## src/rtl/twcw_pkg.sv

```systemverilog
// Package for the text window cursor writer: command codes, character codes,
// field widths and the command list types. Depends on nothing.
`default_nettype none

package twcw_pkg;

   localparam int ScreenColW = 7;
   localparam int ScreenRowW = 6;
   localparam int GlyphW     = 8;
   localparam int CmdW       = 2;
   localparam int MaxCmds    = 4;

   localparam logic [CmdW-1:0] CMD_INVERT = 2'd0;
   localparam logic [CmdW-1:0] CMD_WRITE  = 2'd1;
   localparam logic [CmdW-1:0] CMD_SCROLL = 2'd2;
   localparam logic [CmdW-1:0] CMD_CLEAR  = 2'd3;

   localparam logic [GlyphW-1:0] CH_NEWLINE   = 8'd10;
   localparam logic [GlyphW-1:0] CH_BACKSPACE = 8'd8;
   localparam logic [GlyphW-1:0] CH_SPACE     = 8'd32;
   localparam logic [GlyphW-1:0] GLYPH_NONE   = 8'd0;

   localparam logic REG_ORIGIN_COL = 1'b0;
   localparam logic REG_ORIGIN_ROW = 1'b1;

   typedef struct packed {
      logic [CmdW-1:0]       command;
      logic [ScreenColW-1:0] screen_col;
      logic [ScreenRowW-1:0] screen_row;
      logic [GlyphW-1:0]     glyph;
   } cmd_type;

   typedef struct packed {
      cmd_type [MaxCmds-1:0] slot;
      logic [1:0]            count_m1;
   } cmd_list_type;

endpackage

`default_nettype wire

```

## src/rtl/twcw_if.sv

```systemverilog
// Handshake interfaces for the character, command and register write channels.
// Depends on twcw_pkg for the field widths.
`default_nettype none

interface twcw_req_if import twcw_pkg::*; ();
   logic              valid;
   logic              ready;
   logic [GlyphW-1:0] character;
   logic              home;
   modport source (output valid, output character, output home, input ready);
   modport sink (input valid, input character, input home, output ready);
endinterface

interface twcw_rsp_if import twcw_pkg::*; ();
   logic                  valid;
   logic                  ready;
   logic [CmdW-1:0]       command;
   logic [ScreenColW-1:0] screen_col;
   logic [ScreenRowW-1:0] screen_row;
   logic [GlyphW-1:0]     glyph;
   logic                  last;
   modport source (output valid, output command, output screen_col, output screen_row,
                   output glyph, output last, input ready);
   modport sink (input valid, input command, input screen_col, input screen_row,
                 input glyph, input last, output ready);
endinterface

interface twcw_csr_if import twcw_pkg::*; ();
   logic                  valid;
   logic                  ready;
   logic                  index;
   logic [ScreenColW-1:0] data;
   modport source (output valid, output index, output data, input ready);
   modport sink (input valid, input index, input data, output ready);
endinterface

`default_nettype wire

```

## src/rtl/twcw_step.sv

```systemverilog
// Combinational step logic: from the cursor, the origin and one item it forms
// the command list and the next cursor. Depends on twcw_pkg.
`default_nettype none

module twcw_step import twcw_pkg::*; #(
   parameter int COLS = 64,
   parameter int ROWS = 16
) (
   input  wire logic [$clog2(COLS)-1:0] cur_col,
   input  wire logic [$clog2(ROWS)-1:0] cur_row,
   input  wire logic [ScreenColW-1:0]   origin_col,
   input  wire logic [ScreenRowW-1:0]   origin_row,
   input  wire logic [GlyphW-1:0]       character,
   input  wire logic                    home,
   output cmd_list_type                 list,
   output logic [$clog2(COLS)-1:0]      next_col,
   output logic [$clog2(ROWS)-1:0]      next_row
);

   localparam int ColW = $clog2(COLS);
   localparam int RowW = $clog2(ROWS);
   localparam logic [ColW:0]   ColsVal = (ColW+1)'(COLS);
   localparam logic [RowW:0]   RowsVal = (RowW+1)'(ROWS);
   localparam logic [ColW-1:0] ColLast = ColW'(COLS - 1);
   localparam logic [RowW-1:0] RowLast = RowW'(ROWS - 1);

   logic [ColW:0]   col_inc;
   logic [RowW:0]   row_inc;
   logic [ColW-1:0] mid_col;
   logic [RowW:0]   mid_row;
   logic [ColW-1:0] wr_col;
   logic [RowW-1:0] wr_row;
   logic [GlyphW-1:0] wr_glyph;
   logic            has_write;
   logic            has_scroll;
   logic [1:0]      n;

   assign col_inc = {1'b0, cur_col} + (ColW+1)'(1);
   assign row_inc = {1'b0, cur_row} + (RowW+1)'(1);

   always_comb begin
      mid_col   = cur_col;
      mid_row   = {1'b0, cur_row};
      wr_col    = cur_col;
      wr_row    = cur_row;
      wr_glyph  = character;
      has_write = 1'b1;
      if (character == CH_NEWLINE) begin
         has_write = 1'b0;
         mid_col   = '0;
         mid_row   = row_inc;
      end else if (character == CH_BACKSPACE) begin
         if (cur_col != '0) begin
            mid_col = cur_col - ColW'(1);
         end else if (cur_row != '0) begin
            mid_col = ColLast;
            mid_row = {1'b0, cur_row - RowW'(1)};
         end
         wr_col   = mid_col;
         wr_row   = mid_row[RowW-1:0];
         wr_glyph = CH_SPACE;
      end else begin
         if (col_inc >= ColsVal) begin
            mid_col = '0;
            mid_row = row_inc;
         end else begin
            mid_col = col_inc[ColW-1:0];
         end
      end
      has_scroll = (mid_row >= RowsVal);
      next_col   = mid_col;
      next_row   = has_scroll ? RowLast : mid_row[RowW-1:0];

      list = '0;
      n    = 2'd0;
      if (home) begin
         next_col = '0;
         next_row = '0;
         list.slot[0] = '{CMD_CLEAR, origin_col, origin_row, GLYPH_NONE};
         list.count_m1 = 2'd0;
      end else begin
         list.slot[n] = '{CMD_INVERT, origin_col + ScreenColW'(cur_col),
                          origin_row + ScreenRowW'(cur_row), GLYPH_NONE};
         n = n + 2'd1;
         if (has_write) begin
            list.slot[n] = '{CMD_WRITE, origin_col + ScreenColW'(wr_col),
                             origin_row + ScreenRowW'(wr_row), wr_glyph};
            n = n + 2'd1;
         end
         if (has_scroll) begin
            list.slot[n] = '{CMD_SCROLL, origin_col, origin_row, GLYPH_NONE};
            n = n + 2'd1;
         end
         list.slot[n] = '{CMD_INVERT, origin_col + ScreenColW'(next_col),
                          origin_row + ScreenRowW'(next_row), GLYPH_NONE};
         list.count_m1 = n;
      end
   end

endmodule

`default_nettype wire

```

## src/rtl/text_window_cursor_writer_top.sv

```systemverilog
// Latency: the first command of an item is offered in the cycle after the item is taken.
// Throughput: one command per cycle from the output register while rsp_bus.ready is high;
// an item is 1-4 commands (one for home, two or three for newline, up to four otherwise).
// The next item is taken in the cycle that the last command of the previous one leaves.
// Reset (synchronous, active high) clears the cursor, the origin and the busy flag.
// Depends on twcw_pkg, twcw_if and twcw_step.
`default_nettype none

module text_window_cursor_writer_top import twcw_pkg::*; #(
   parameter int COLS = 64,
   parameter int ROWS = 16
) (
   input wire logic  clock,
   input wire logic  reset,
   twcw_req_if.sink   req_bus,
   twcw_rsp_if.source rsp_bus,
   twcw_csr_if.sink   csr_bus
);

   localparam int ColW = $clog2(COLS);
   localparam int RowW = $clog2(ROWS);

   logic [ColW-1:0]       col_ff;
   logic [RowW-1:0]       row_ff;
   logic [ScreenColW-1:0] origin_col_ff;
   logic [ScreenRowW-1:0] origin_row_ff;
   cmd_list_type          job_ff, job_in;
   logic                  busy_ff, busy_in;

   cmd_list_type    step_list;
   logic [ColW-1:0] step_col;
   logic [RowW-1:0] step_row;
   logic            accept;
   logic            take;
   logic            at_last;

   twcw_step #(.COLS(COLS), .ROWS(ROWS)) u_step (
      .cur_col    (col_ff),
      .cur_row    (row_ff),
      .origin_col (origin_col_ff),
      .origin_row (origin_row_ff),
      .character  (req_bus.character),
      .home       (req_bus.home),
      .list       (step_list),
      .next_col   (step_col),
      .next_row   (step_row)
   );

   assign at_last       = (job_ff.count_m1 == 2'd0);
   assign take          = busy_ff && rsp_bus.ready;
   assign req_bus.ready = !busy_ff || (rsp_bus.ready && at_last);
   assign accept        = req_bus.valid && req_bus.ready;
   assign csr_bus.ready = 1'b1;

   assign rsp_bus.valid      = busy_ff;
   assign rsp_bus.command    = job_ff.slot[0].command;
   assign rsp_bus.screen_col = job_ff.slot[0].screen_col;
   assign rsp_bus.screen_row = job_ff.slot[0].screen_row;
   assign rsp_bus.glyph      = job_ff.slot[0].glyph;
   assign rsp_bus.last       = at_last;

   always_comb begin
      job_in  = job_ff;
      busy_in = busy_ff;
      if (accept) begin
         job_in  = step_list;
         busy_in = 1'b1;
      end else if (take) begin
         if (at_last) begin
            busy_in = 1'b0;
         end else begin
            job_in.slot     = {cmd_type'('0), job_ff.slot[MaxCmds-1:1]};
            job_in.count_m1 = job_ff.count_m1 - 2'd1;
         end
      end
   end

   always_ff @(posedge clock) begin
      job_ff <= job_in;
      if (reset) begin
         busy_ff       <= 1'b0;
         col_ff        <= '0;
         row_ff        <= '0;
         origin_col_ff <= '0;
         origin_row_ff <= '0;
      end else begin
         busy_ff <= busy_in;
         if (accept) begin
            col_ff <= step_col;
            row_ff <= step_row;
         end
         if (csr_bus.valid) begin
            case (csr_bus.index)
               REG_ORIGIN_COL: origin_col_ff <= csr_bus.data;
               REG_ORIGIN_ROW: origin_row_ff <= csr_bus.data[ScreenRowW-1:0];
               default: ;
            endcase
         end
      end
   end

   a_col_range: assert property (@(posedge clock) disable iff (reset)
      {1'b0, col_ff} < (ColW+1)'(COLS))
      else $error("cursor column outside the window");

   a_row_range: assert property (@(posedge clock) disable iff (reset)
      {1'b0, row_ff} < (RowW+1)'(ROWS))
      else $error("cursor row outside the window");

   a_clear_alone: assert property (@(posedge clock) disable iff (reset)
      rsp_bus.valid && rsp_bus.command == CMD_CLEAR |-> rsp_bus.last)
      else $error("clear command is not the only command of its item");

   a_scroll_not_last: assert property (@(posedge clock) disable iff (reset)
      rsp_bus.valid && rsp_bus.command == CMD_SCROLL |-> !rsp_bus.last)
      else $error("scroll command ends an item");

   a_no_overrun: assert property (@(posedge clock) disable iff (reset)
      accept && busy_ff |-> rsp_bus.ready && rsp_bus.last)
      else $error("item taken while earlier commands are still pending");

endmodule

`default_nettype wire
```

## src/flat_wrapper.sv

```systemverilog
// flat-port wrapper written by rule: the top's interface ports become plain ports
module text_window_cursor_writer_top_flat import twcw_pkg::*;
#(
   parameter int COLS = 64,
   parameter int ROWS = 16
)
  (clock, reset, req_bus_valid, req_bus_character, req_bus_home, req_bus_ready, rsp_bus_valid, rsp_bus_command, rsp_bus_screen_col, rsp_bus_screen_row, rsp_bus_glyph, rsp_bus_last, rsp_bus_ready, csr_bus_valid, csr_bus_index, csr_bus_data, csr_bus_ready);
  twcw_req_if req_bus_i ();
  twcw_rsp_if rsp_bus_i ();
  twcw_csr_if csr_bus_i ();
  input wire logic clock;
  input wire logic reset;
  input wire logic [$bits(req_bus_i.valid)-1:0] req_bus_valid;
  input wire logic [$bits(req_bus_i.character)-1:0] req_bus_character;
  input wire logic [$bits(req_bus_i.home)-1:0] req_bus_home;
  output wire logic [$bits(req_bus_i.ready)-1:0] req_bus_ready;
  output wire logic [$bits(rsp_bus_i.valid)-1:0] rsp_bus_valid;
  output wire logic [$bits(rsp_bus_i.command)-1:0] rsp_bus_command;
  output wire logic [$bits(rsp_bus_i.screen_col)-1:0] rsp_bus_screen_col;
  output wire logic [$bits(rsp_bus_i.screen_row)-1:0] rsp_bus_screen_row;
  output wire logic [$bits(rsp_bus_i.glyph)-1:0] rsp_bus_glyph;
  output wire logic [$bits(rsp_bus_i.last)-1:0] rsp_bus_last;
  input wire logic [$bits(rsp_bus_i.ready)-1:0] rsp_bus_ready;
  input wire logic [$bits(csr_bus_i.valid)-1:0] csr_bus_valid;
  input wire logic [$bits(csr_bus_i.index)-1:0] csr_bus_index;
  input wire logic [$bits(csr_bus_i.data)-1:0] csr_bus_data;
  output wire logic [$bits(csr_bus_i.ready)-1:0] csr_bus_ready;
  assign req_bus_i.valid = req_bus_valid;
  assign req_bus_i.character = req_bus_character;
  assign req_bus_i.home = req_bus_home;
  assign req_bus_ready = req_bus_i.ready;
  assign rsp_bus_valid = rsp_bus_i.valid;
  assign rsp_bus_command = rsp_bus_i.command;
  assign rsp_bus_screen_col = rsp_bus_i.screen_col;
  assign rsp_bus_screen_row = rsp_bus_i.screen_row;
  assign rsp_bus_glyph = rsp_bus_i.glyph;
  assign rsp_bus_last = rsp_bus_i.last;
  assign rsp_bus_i.ready = rsp_bus_ready;
  assign csr_bus_i.valid = csr_bus_valid;
  assign csr_bus_i.index = csr_bus_index;
  assign csr_bus_i.data = csr_bus_data;
  assign csr_bus_ready = csr_bus_i.ready;
  text_window_cursor_writer_top #(.COLS(COLS), .ROWS(ROWS)) u_core (.clock(clock), .reset(reset), .req_bus(req_bus_i), .rsp_bus(rsp_bus_i), .csr_bus(csr_bus_i));
endmodule
```

## config.mk

```make
export PLATFORM = sky130hd
export DESIGN_NAME = text_window_cursor_writer_top_flat
export DESIGN_NICKNAME = d
export VERILOG_FILES = /design/src/rtl/twcw_pkg.sv /design/src/rtl/twcw_if.sv /design/src/rtl/twcw_step.sv /design/src/rtl/text_window_cursor_writer_top.sv /design/src/flat_wrapper.sv
export SDC_FILE = /design/constraint.sdc
export NUM_CORES = 1
export LEC_CHECK = 0
export BUFFER_PORTS_ARGS = -buffer_cell sky130_fd_sc_hd__buf_2
export CAP_MARGIN = 20
export CORE_ASPECT_RATIO = 0.8
export CORE_UTILIZATION = 61
export CTS_CLUSTER_SIZE = 20
export DETAILED_ROUTE_END_ITERATION = 16
export GPL_TIMING_DRIVEN = 0
export PLACE_DENSITY = 0.92
export REMOVE_ABC_BUFFERS = 1
export SLEW_MARGIN = 20
export SYNTH_ARGS = -nofsm -noshare
export SYNTH_HDL_FRONTEND = slang
export SYNTH_SLANG_ARGS = --single-unit
```

## constraint.sdc

```tcl
create_clock -name clock -period 5.7 [get_ports clock]
set_input_delay 0.57 -clock clock [delete_from_list [all_inputs] [get_ports clock]]
set_output_delay 0.57 -clock clock [all_outputs]
set_load 0.1 [all_outputs]
```

# Word level (Yosys, flattened, before mapping)
# Cells that the tools add are included.
# totals
regBits,118
in_bits,22
# op_classes
addsub,12
n_lt_le_gt_ge,6
n_eq_ne,3
mux,40
n_bitwise,1
n_reduce_logical,16
# ops
op,n
94-bit 2-to-1 mux,3
92-bit bitwise mux,2
92-bit 2-to-1 mux,2
23-bit demux with 2-bit select,2
23-bit 2-to-1 mux,3
69-bit 2-to-1 mux,1
6-bit 2-to-1 mux,8
25-bit 2-to-1 mux,1
4-bit 2-to-1 mux,6
22-bit 2-to-1 mux,1
7-bit by 6-bit adder with 7-bit output,3
6-bit by 4-bit adder with 6-bit output,3
"8-bit by 4-bit equality test with 1-bit output, second input constant",2
5-bit 2-to-1 mux,3
2-bit 2-to-1 mux,4
8-bit 2-to-1 mux,1
2-bit AND reduction,4
"6-bit by 1-bit adder with 7-bit output, second input constant",1
"7-bit >= comparator, second input constant",1
"2-bit by 3-bit less-than comparator with 1-bit output, second input constant",2
6-bit nonzero test,1
"6-bit by 1-bit subtractor with 6-bit output, second input constant",1
"4-bit by 1-bit adder with 5-bit output, second input constant",1
"5-bit >= comparator, second input constant",1
13 further kinds,21

# Depth between registers and ports, before layout
# logic_depth
ltp_word,15
depth_mapped,16

# Hierarchy
# A second synthesis with hierarchy kept.
# unflattened
cells_unflattened,789
hier_area_um2,8386.8
# by_module_without_submodules
mod,instances,cells_per_inst,area_per_inst_um2,seq_area_each_um2
text_window_cursor_writer_top,1,334,5371.4,3303.2
twcw_step,1,455,3015.4,0.0

# Least setup slack after synthesis
# OpenSTA, ideal clock, no wires.
# synth_path
path_kind,register to register
from,register u_core.job_ff[0] (netlist bit)
to,register u_core.job_ff[0] (netlist bit) (enable)
setup_ns,0.533
arrival_ns,4.823
slack_ns,0.343
stages_incl_launch_ff,6
n_path_buf,0
period_less_slack_ns,5.357
path_cell_list,edfxtp_1 -> inv_1 -> ha_1 -> inv_1 -> a21oi_1 -> a21oi_1
# synth_between
elab_chain_len,6
elab_cells_between_ends,7
# synth_rtl
element,line,text
start: declaration,text_window_cursor_writer_top.sv:27,"cmd_list_type job_ff, job_in;"
start signal: assignment,text_window_cursor_writer_top.sv:79,job_ff <= job_in;
2-bit logical NOT *,text_window_cursor_writer_top.sv:49,assign at_last = (job_ff.count_m1 == 2'd0);
via rsp_bus_last,flat_wrapper.sv:22,output wire logic [$bits(rsp_bus_i.last)-1:0] rsp_bus_last;
1-bit logical AND,text_window_cursor_writer_top.sv:51,assign req_bus.ready = !busy_ff || (rsp_bus.ready && at_last);
1-bit logical OR,text_window_cursor_writer_top.sv:51,
1-bit logical AND,text_window_cursor_writer_top.sv:52,assign accept = req_bus.valid && req_bus.ready;
2-bit by 1-bit != test with 1-bit output (no line) or 2-bit nonzero test (tied branches),n/a,
2-bit AND reduction (no line) *,n/a,
# The timed path passes the listed nets; every way through them passes the cells marked *.
# A chain may end at the register's enable or synchronous reset.

==> results.ini <==
[outcome]
outcome = complete, no violations

[worst_setup_path]
critical_path_peak_fanout = 12
critical_path.top_delay_family = compound AO/OA/AOI/OAI gates
cp_cell_sequence = ha_1 > nand3_1 > a211oi_1 > o21ai_2 > a221o_1 > ha_1 > a21oi_1 > and3_1 > o21ai_0 > o221ai_1 > a22o_1
worstSetupEndpointType = flop
worst-setup-path-type = reg -> reg
crit_path_start_kind = flop
critPathMaxStageDelay_ns = 0.71
worstPathRequired_ns = 5.81
r2r_setup_slack_ns = 1.21
cpMaxStageDelayCell = a211oi_1
path_common_cell = ha_1
critPathArrivalTime_ns = 4.60
cp.buffers_inverters = 0

[floorplanning]
start_util_pct = 63.3
die_area_um2 = 11200
die_w_um = 118
rows = 33
die_h_um = 94.8
io_pins = 49
coreArea_um2 = 10400

[clock_network]
clk_path_buf_depth = 2
htree_num_levels = 3
clock-root-buffer = clkbuf_16
cts_buffers = 9
cts_sinks = 99
cts_setup_buffers = 0
clk_pin_slew_ns = 0.08
cts_hold_buf = 0
post_cts_resized = 0
insertion_delay_ns = 0.36
cts_tree = built

[placed_design]
port_buffers = 47
hpwl_um = 12700
gp_congestion = 1.05
dp_slack_ns = 1.26

[job]
timing.max_cap.violations = 0

[global_route]
grt_remaining_overflow = 0
grt_util_all_layers_pct = 33.4
grt_antenna_before_repair = 0
grt_pass1_vias = 5356
grt_max_degree = 34
grt_pass1_wl_um = 28300

[power]
vdd_ir_drop_max_uv = 158
pwr-share-comb_pct = 21.6
p_seq_share_pct = 46.2
p_clk_share_pct = 32.2
leakage_nw = 2.83
p_sw_w = 0.000667
sw_frac_of_total_pct = 34.6
p_int_w = 0.00126
p_per_area_nw_per_um2 = 274
p_total_w = 0.00193

[yosys]
avgSynthCellArea_um2 = 9.39
ys_types = 74
synth_seq_cells = 99
netlist_top_cells_area = edfxtp_1 34%, dfxtp_1 7.3%, ha_1 6.9%
synth-main-ff-cell = edfxtp_1
synth-edff-count = 75
synth_area_um2 = 6560
yosysTopAreaCellShare_pct = 34.3
synth_top_area_cell = edfxtp_1
ys_seq_area_share_pct = 41.6
yosys_warnings = 0
syn_inst = 699
async_flop_share_pct = 0

[sta]
drv_slew = 0
fin_tns_setup_ns = 0
clock.fmax_mhz = 223
max_slew_margin_pct = 29.2
fin_ws_ns = 1.21
final.period_utilization_pct = 78.7
finalHoldViolations = 0
skew_ns = 0.00941
max_slew.worst_pin.slew_ns = 1.06
rsz0062_at_grt = no
setup_violations = 0
min_period_ns = 4.49

[route]
routed_wl_um = 18200
ant_nets = 0
firstDrtPassIters = 6
vias = 5782
vias_per_cell = 6.86
post-route-drc-count = 0
wl_per_cell_um = 21.6
drtIter0Drc = 981

[worst_hold_path]
min_path_type = in -> reg

[final_layout]
num-nets-final = 762
drive_above_1_share_pct = 12.8
syn_to_final_growth_pct = 7.51
antennaDiodeCount = 0

## layout by cell type, fill, tap and decap left out, types with 14 or more instances in the layout
cell type	instances
dfxtp_1	24
and3_1	14
nor2_1	50
a21oi_1	43
nor3_1	18
edfxtp_1	75
o21ai_0	54
mux2i_1	14
xnor2_1	15
buf_2	47
ha_1	36
inv_1	18
nand3_1	29
nand2_1	76
and2_1	14
## metrics by stage
step	util, %	area, µm²	hold slack [ns]	std cells
6_report	68.1	7050	0.493	843
5_1_grt	68.1	7050	0.508	843
4_1_cts	68.1	7050	0.496	843
3_5_place_dp	65.2	6760	0.511	827
3_3_place_gp	64.0	6630	0.498	823
2_1_floorplan	-	6220	0.491	636
## tightest hold or removal path: cells and delay by family
kind | cells | cell delay [ns]
AO/OA/AOI/OAI | 1 | 0.06
AND/OR/NAND/NOR | 1 | 0.07
buffers and inverters | 1 | 0.11
## cells by family after synthesis
logic type               Yosys count  share of synthesized area [%]
adder cells (fa/ha/maj)           42                           8.70
flip-flops                        99                           41.6
multiplexers                      15                           2.31
buffers and inverters             83                           6.35
AO/OA/AOI/OAI                    199                           20.4
other                              1                         0.0572
XOR/XNOR                          19                           2.54
AND/OR/NAND/NOR                  241                           18.0
## power groups by stage
| stage | Sequential, W | Combinational (W) | Clock [W] |
|---|---|---|---|
| floorplan | 0.00106 | 0.000144 | 0 |
| global placement | 0.000910 | 0.000376 | 0 |
| detailed placement | 0.000905 | 0.000408 | 0 |
| CTS | 0.000890 | 0.000411 | 0.000614 |
| global route | 0.000896 | 0.000435 | 0.000646 |
| finish | 0.000891 | 0.000417 | 0.000622 |
## final timing paths
path | start | to | depth (start not counted)
max | u_core.col_ff[0] | u_core.job_ff[36] | 11
min | csr_bus_data[1] | u_core.origin_col_ff[1] | 3
max reg2reg | u_core.col_ff[0] | u_core.job_ff[36] | 11
min reg2reg | u_core.job_ff[33] | u_core.rsp_bus.screen_row[0] | 2
## cells in the mapped netlist (all sizes together), types with 15 or more instances
cell type and n:
a21oi 44, xnor2 15, nand2 78, buf 31, nor3 19, clkbuf 32, nor2 52, ha 36
nand3 30, dfxtp 24, o21ai 56, edfxtp 75, inv 19
## layer usage
metal	GRT usage (%)	share of wire [%]	vias up	wire length, µm
met4	15.9	4.3	0	776
met1	43.9	38	2683	6880
met5	0	0	-	0
met3	8.03	14	68	2480
met2	52.2	44	480	8110
li1	-	-	2551	-
## registers in the layout, indices dropped and copies added, names as in the netlist
| signal | count |
|---|---|
| u_core.job_ff | 52 |
| u_core.rsp_bus.glyph | 8 |
| u_core.origin_col_ff | 7 |
| u_core.rsp_bus.screen_col | 7 |
| u_core.col_ff | 6 |
| u_core.origin_row_ff | 6 |
| u_core.rsp_bus.screen_row | 6 |
| u_core.row_ff | 4 |
| u_core.rsp_bus.command | 2 |
| u_core.rsp_bus.valid | 1 |
## final cells by class
cell class,count,area [µm²]
well taps,140,175
multi-input cells,517,3430
inverters,20,75.1
clock buffers,9,225
repair buffers,51,345
clock inverters,7,67.6
flip-flops and latches,99,2730
fillers,731,3310
Power figures use the tool's default switching activity.
